[src/rtl/tmb_pkg.sv]
// tmb_pkg: shared constants, types and state encodings for the temporal median background block
// no dependencies; used by every other file of the block except tmb_ram
package tmb_pkg;

    localparam int PIXELS      = 64;
    localparam int WINDOW      = 31;
    localparam int QUEUE_DEPTH = 2;

    localparam int IDX_W     = 6;
    localparam int SAMPLE_W  = 8;
    localparam int SLOT_W    = $clog2(WINDOW);
    localparam int CNT_W     = $clog2(WINDOW + 1);
    localparam int PIX_W     = $clog2(PIXELS);
    localparam int HADDR_W   = $clog2(PIXELS * WINDOW);
    localparam int HDEPTH    = PIXELS * WINDOW;
    localparam int QPTR_W    = $clog2(QUEUE_DEPTH);
    localparam int QCNT_W    = $clog2(QUEUE_DEPTH + 1);

    typedef struct packed {
        logic [CNT_W-1:0]  fill;
        logic [SLOT_W-1:0] oldest;
    } t_meta;

    localparam int META_W = $bits(t_meta);

    typedef struct packed {
        logic [IDX_W-1:0]    pixel;
        logic [SAMPLE_W-1:0] sample;
        logic [SLOT_W-1:0]   slot;
        logic [CNT_W-1:0]    cnt;
    } t_job;

    typedef enum logic {
        F_IDLE,
        F_UPD
    } t_front_state;

    typedef enum logic [1:0] {
        B_IDLE,
        B_LOAD,
        B_OUT
    } t_back_state;

    function automatic logic [HADDR_W-1:0] hist_addr(input logic [IDX_W-1:0] pix,
                                                    input logic [SLOT_W-1:0] slot);
        logic [HADDR_W-1:0] base;
        base = HADDR_W'(pix[PIX_W-1:0]) * HADDR_W'(WINDOW);
        return base + HADDR_W'(slot);
    endfunction

endpackage

[src/rtl/tmb_queue.sv]
// tmb_queue: short job queue between the front and back parts
// depends on tmb_pkg
module tmb_queue import tmb_pkg::*; (
    input  logic i_clk,
    input  logic i_rst_n,
    input  logic i_push,
    input  t_job i_push_job,
    output logic o_full,
    input  logic i_pop,
    output logic o_empty,
    output t_job o_job
);

    t_job              r_slots [QUEUE_DEPTH];
    logic [QPTR_W-1:0] r_wr;
    logic [QPTR_W-1:0] r_rd;
    logic [QCNT_W-1:0] r_cnt;

    always_ff @(posedge i_clk) begin
        if (!i_rst_n) begin
            r_wr  <= '0;
            r_rd  <= '0;
            r_cnt <= '0;
        end else begin
            if (i_push) begin
                r_wr <= r_wr + 1'b1;
            end
            if (i_pop) begin
                r_rd <= r_rd + 1'b1;
            end
            if (i_push && !i_pop) begin
                r_cnt <= r_cnt + 1'b1;
            end else if (!i_push && i_pop) begin
                r_cnt <= r_cnt - 1'b1;
            end
        end
    end

    always_ff @(posedge i_clk) begin
        if (i_push) begin
            r_slots[r_wr] <= i_push_job;
        end
    end

    assign o_full  = (r_cnt == QCNT_W'(QUEUE_DEPTH));
    assign o_empty = (r_cnt == '0);
    assign o_job   = r_slots[r_rd];

endmodule

[config.mk]
export PLATFORM = sky130hd
export DESIGN_NAME = tmb_queue
export DESIGN_NICKNAME = d
export VERILOG_FILES = /design/src/rtl/tmb_pkg.sv /design/src/rtl/tmb_queue.sv
export SDC_FILE = /design/constraint.sdc
export NUM_CORES = 1
export LEC_CHECK = 0
export BUFFER_PORTS_ARGS = -buffer_cell sky130_fd_sc_hd__buf_2
export CORE_UTILIZATION = 41
export DETAILED_ROUTE_END_ITERATION = 8
export MAX_ROUTING_LAYER = met4
export PLACE_DENSITY = 0.63
export SYNTH_ARGS = -nofsm -noshare
export SYNTH_HDL_FRONTEND = slang
export SYNTH_SLANG_ARGS = --single-unit
[constraint.sdc]
create_clock -name i_clk -period 2.1 [get_ports i_clk]
set_input_delay 0.21 -clock i_clk [delete_from_list [all_inputs] [get_ports i_clk]]
set_output_delay 0.21 -clock i_clk [all_outputs]
set_load 0.02 [all_outputs]
# Word level (Yosys, flattened, before mapping)
# Memory sizes are Yosys's and may differ from the RTL's. A register that Yosys moved wholly into a read port is not among the register bits.
# Cells that the tools add are included.
dict set report op_classes {
  n_eq_ne 1
  add_sub_neg 4
  muxes 6
  reduce_logical 6
}
# op n
set ops {}
lappend ops {{$mux W1} 4}
lappend ops {{$mux W2} 2}
lappend ops {{$add A1 B1 Y1 const B} 2}
lappend ops {{$add A2 B1 Y2 const B} 1}
lappend ops {{$eq A2 B2 Y1 const B} 1}
lappend ops {{$logic_and A1 B1 Y1} 2}
lappend ops {{$logic_not A1 Y1} 2}
lappend ops {{$logic_not A2 Y1} 1}
lappend ops {{$reduce_bool A2 Y1} 1}
lappend ops {{$sub A2 B1 Y2 const B} 1}
dict set report totals {
  mem_count 1
  wordCells 21
  ff_bits 4
  ram_bits 48
  inputBits 28
}
# memory depth word_bits rd rd_ports_with_merged_regs write_ports line_no
set mem_list {}
lappend mem_list {r_slots 2 24 1 1 1 tmb_queue.sv:14} ;# t_job r_slots [QUEUE_DEPTH];

# Logic depth before layout (Yosys ltp)
dict set report logic_depth {
  depth_word 4
  mapped_depth 5
}

# Worst setup path before layout
# Ideal clock, no wire load.
dict set report synth_timing {
  path_kind {flip-flop to flip-flop}
  start {register r_wr}
  end {memory r_slots[0][0] (netlist name), enable pin}
  stages_incl_launch_ff 2
  n_path_buf 0
  required_time_ns 1.691
  arrival_ns 1.427
  path_slack_ns 0.264
  path_cell_list {dfxtp_1 nor2b_1}
}
# item line_no
set synth_rtl {}
lappend synth_rtl {{start: declaration} tmb_queue.sv:15} ;# logic [QPTR_W-1:0] r_wr;
lappend synth_rtl {{start signal: assignment} tmb_queue.sv:26} ;# r_wr <= r_wr + 1'b1;
lappend synth_rtl {{end: declaration} tmb_queue.sv:14}
# Straight into the memory's write port.

==> impl_summary.md <==
Run status
The run finished, with violations left. The final reports fail on DRC.

Setup path
The worst register-to-register path begins at r_wr. The count of buffering cells on the critical path with inverters included is 2. On the critical path, the stage with the largest delay is an instance of mux2_2. The critical path class is reg2out. The type of destination of the critical path is an output pin. STA classifies the critical path startpoint as a flop. In this design, the stage delay of the slowest critical-path cell is roughly 0.37 ns. Traced cell by cell, the critical path runs through buf_4, mux2_2, buf_2. Along the worst path, the maximum fanout reaches 14. The internal reg-to-reg setup slack is 0.78 ns. At the worst endpoint, the required time is ~1.9 ns. In this design, the largest share of critical-path delay is due to buffers and inverters. The endpoint arrival time on the critical path is around 1.4 ns.

Routing
The routed wire length is roughly 3.1 mm. The number of nets with antenna violations after routing is 0. The final route contains 1021 vias. The first routing iteration left between 40 and 50 violations. In the routed layout, each cell is associated on average with a via count of ~4.8. The detailed-router iteration count before antenna repair is 6. The detailed-route DRC error count is 4.

In the final routed layout, each cell accounts on average for between 10 and 15 um.

Floorplanning
The cell row count is 24. The starting density of the core is a little over two fifths. The area of the core is about 4500 um2. The die span in x is 70.98 um.

54 I/O pins were placed. The die outline area is approximately 5000 um2. From bottom edge to top edge, the die measures just over 70 um.

Synth
Counting distinct cell types in the post-synthesis netlist gives 17. The netlist area before placement is between 1500 and 2000 um2. The number of nets produced by synthesis is 126. Synthesis handed over a netlist of 97 instances. The sequential cell area fraction in the yosys report is 79.03%. The mean area per synthesized cell is between 20 and 25 um2.

The Yosys step of the flow raised 0 warnings. After synthesis the netlist holds a flip-flop and latch count of 53.

Clock tree
The CTS sink count is 53. In this run the number of H-tree levels came out at 2. In this run, post-CTS repair resized a total of 0 instances.

TritonCTS built the clock tree. Buffers added to address setup during post-CTS repair amount to 0. Counting the buffers created by CTS gives 5. The number of buffers inserted by hold repair at cts is 0. The cell sitting at the root of the clock tree is a clkbuf_8. The clock slew at the register clock pins of the worst setup and hold paths is ~0.090 ns. The clock reaches the later pin of the worst-skew pair after approximately 0.30 ns. In this run the deepest clock path goes through 2 buffers.

Pwr
The completed layout was analyzed and its total power is ~2.2 mW. The maximum vdd ir drop is 0.0003749 V. The leakage power is 0.9354 nW. Dividing total power by cell area gives a power density of between 900 and 1000 nW/um2.

Layout
0 antenna diodes ended up in the layout. The library cell used most frequently in the layout, excluding fill and tap cells, is buf_2. The area growth from synthesis to layout is 24.05%. Of the cells placed in the final design, the portion with a size suffix greater than 1 is between 50% and 60%. The number of filler instances in the final layout is 365. In the layout the commonest cells are 53 x buf_2, 48 x edfxtp_1, 24 x mux2_2. In the final design database the tool counted between 150 and 200 nets.

GRT
The total grt overflow is 0. The pin count of the biggest net entering global routing is 17. The first global-routing pass estimated approximately 5 mm of wire. The via count of the first global-routing pass is roughly 1100. The number of antenna violations at the first check in global routing is 0. Across every metal layer, demand over resource in global routing totals 14.04%.

Timing
At the pin with the least slew margin, the transition time is 0.3663 ns. The final number of max-transition violations is 0. The maximum clock skew at final layout is between 0.007 and 0.008 ns. The post-route minimum period is ~1.6 ns. The worst slew margin relative to its limit is 75.58%. The upper clock frequency limit is 0.6274 GHz. Final hold analysis gives a worst-case slack of roughly 0.097 ns. The post-route clock period utilization is 75.90%. The setup-violating endpoint count in the final report is 0. Setup repair after global routing left no endpoint under its margin. After routing, the total negative slack on setup checks comes to 0 ns.

The number of hold violations in the final report is 0.

Worst hold path
The hold path startpoint is i_push_job[8]. The kind of path behind the tightest hold check is in2reg.

Placed design
The count of buffers added on input and output ports is 53. At the end of routability-driven placement, the weighted congestion stood at 0.6368. The post-DP HPWL is 2.310 mm.

Job
The max capacitance violation total is 0.
-- cell families (layout without fill, tap and decap cells) --
kind of cell	count (synthesis)	after routing	share of synthesized area [%]
flip-flops	53	53	79.03
multiplexers	24	24	13.86
AND/OR/NAND/NOR	9	9	2.886
buffers and inverters	4	68	1.218
AO/OA/AOI/OAI	3	3	1.026
XOR/XNOR	3	3	1.347
adder cells (fa/ha/maj)	1	1	0.6413
-- synthesized netlist by cell type --
| cell type | instances | share of area [%] |
|---|---|---|
| o21a_1 | 1 | 0.39 |
| a21boi_1 | 1 | 0.39 |
| and2b_2 | 1 | 0.45 |
| mux2_2 | 24 | 14 |
| edfxtp_1 | 48 | 74 |
| ha_1 | 1 | 0.64 |
| buf_2 | 1 | 0.26 |
| xor2_1 | 2 | 0.90 |
| and2_1 | 4 | 1.3 |
| dfxtp_1 | 5 | 5.1 |
| nor2b_1 | 2 | 0.64 |
| buf_4 | 2 | 0.77 |
| or3_1 | 1 | 0.32 |
| o21ai_0 | 1 | 0.26 |
| xnor2_1 | 1 | 0.45 |
| inv_1 | 1 | 0.19 |
| nor2_1 | 1 | 0.19 |
-- area by class of cell --
cell class / instances / area (um2) / area share [%]
clock inverters: 2 / 38.79 / 1.603
well taps: 52 / 65.06 / 2.689
repair buffers: 59 / 310.3 / 12.82
inverters: 1 / 3.754 / 0.1551
multi-input cells: 40 / 387.9 / 16.03
flip-flops and latches: 53 / 1541 / 63.70
clock buffers: 6 / 72.57 / 2.999
-- sequential cells by signal, indices dropped and copies added, names as in the netlist, named ones only --
name,flops
r_slots,48
r_wr,1
r_rd,1
r_cnt,2
-- per-stage QoR --
step | utilization [%] | instances | cell area, um2 | worst slack (ns)
after floorplan | - | 97 | 1951 | 0.2638
after global placement | 51.59 | 205 | 2308 | 0.8381
after detailed placement | 51.59 | 205 | 2308 | 0.7855
after CTS | 54.08 | 213 | 2420 | 0.4849
after global routing | 54.08 | 213 | 2420 | 0.4246
final | 54.08 | 213 | 2420 | 0.5061
-- routing by layer --
layer / wire (um) / global-route usage, %
met2: 1677 / 24.25
met1: 1270 / 15.28
met3: 163 / 4.986
met5: 0 / -
met4: 17 / 4.000
-- path summary, 6_finish.rpt --
check                                     end  cells after the start
worst max-delay path                 o_job[2]                      3
worst min-delay path            r_slots[1][8]                      1
worst max register to register  r_slots[1][3]                      2
worst min register to register       r_cnt[1]                      2
-- power by group --
group	switching (mW)	internal [mW]
clock network	0.311	0.358
registers	0.0188	1.21
logic	0.168	0.131
total	0.498	1.70
-- worst reg2reg max path, delay by kind of cell (launching register included) --
| family | cells | cell delay [ns] |
|---|---|---|
| simple gates | 1 | 0.36 |
| flops | 1 | 0.37 |
| buf+inv | 1 | 0.28 |
(Power assumes the default switching activity.)
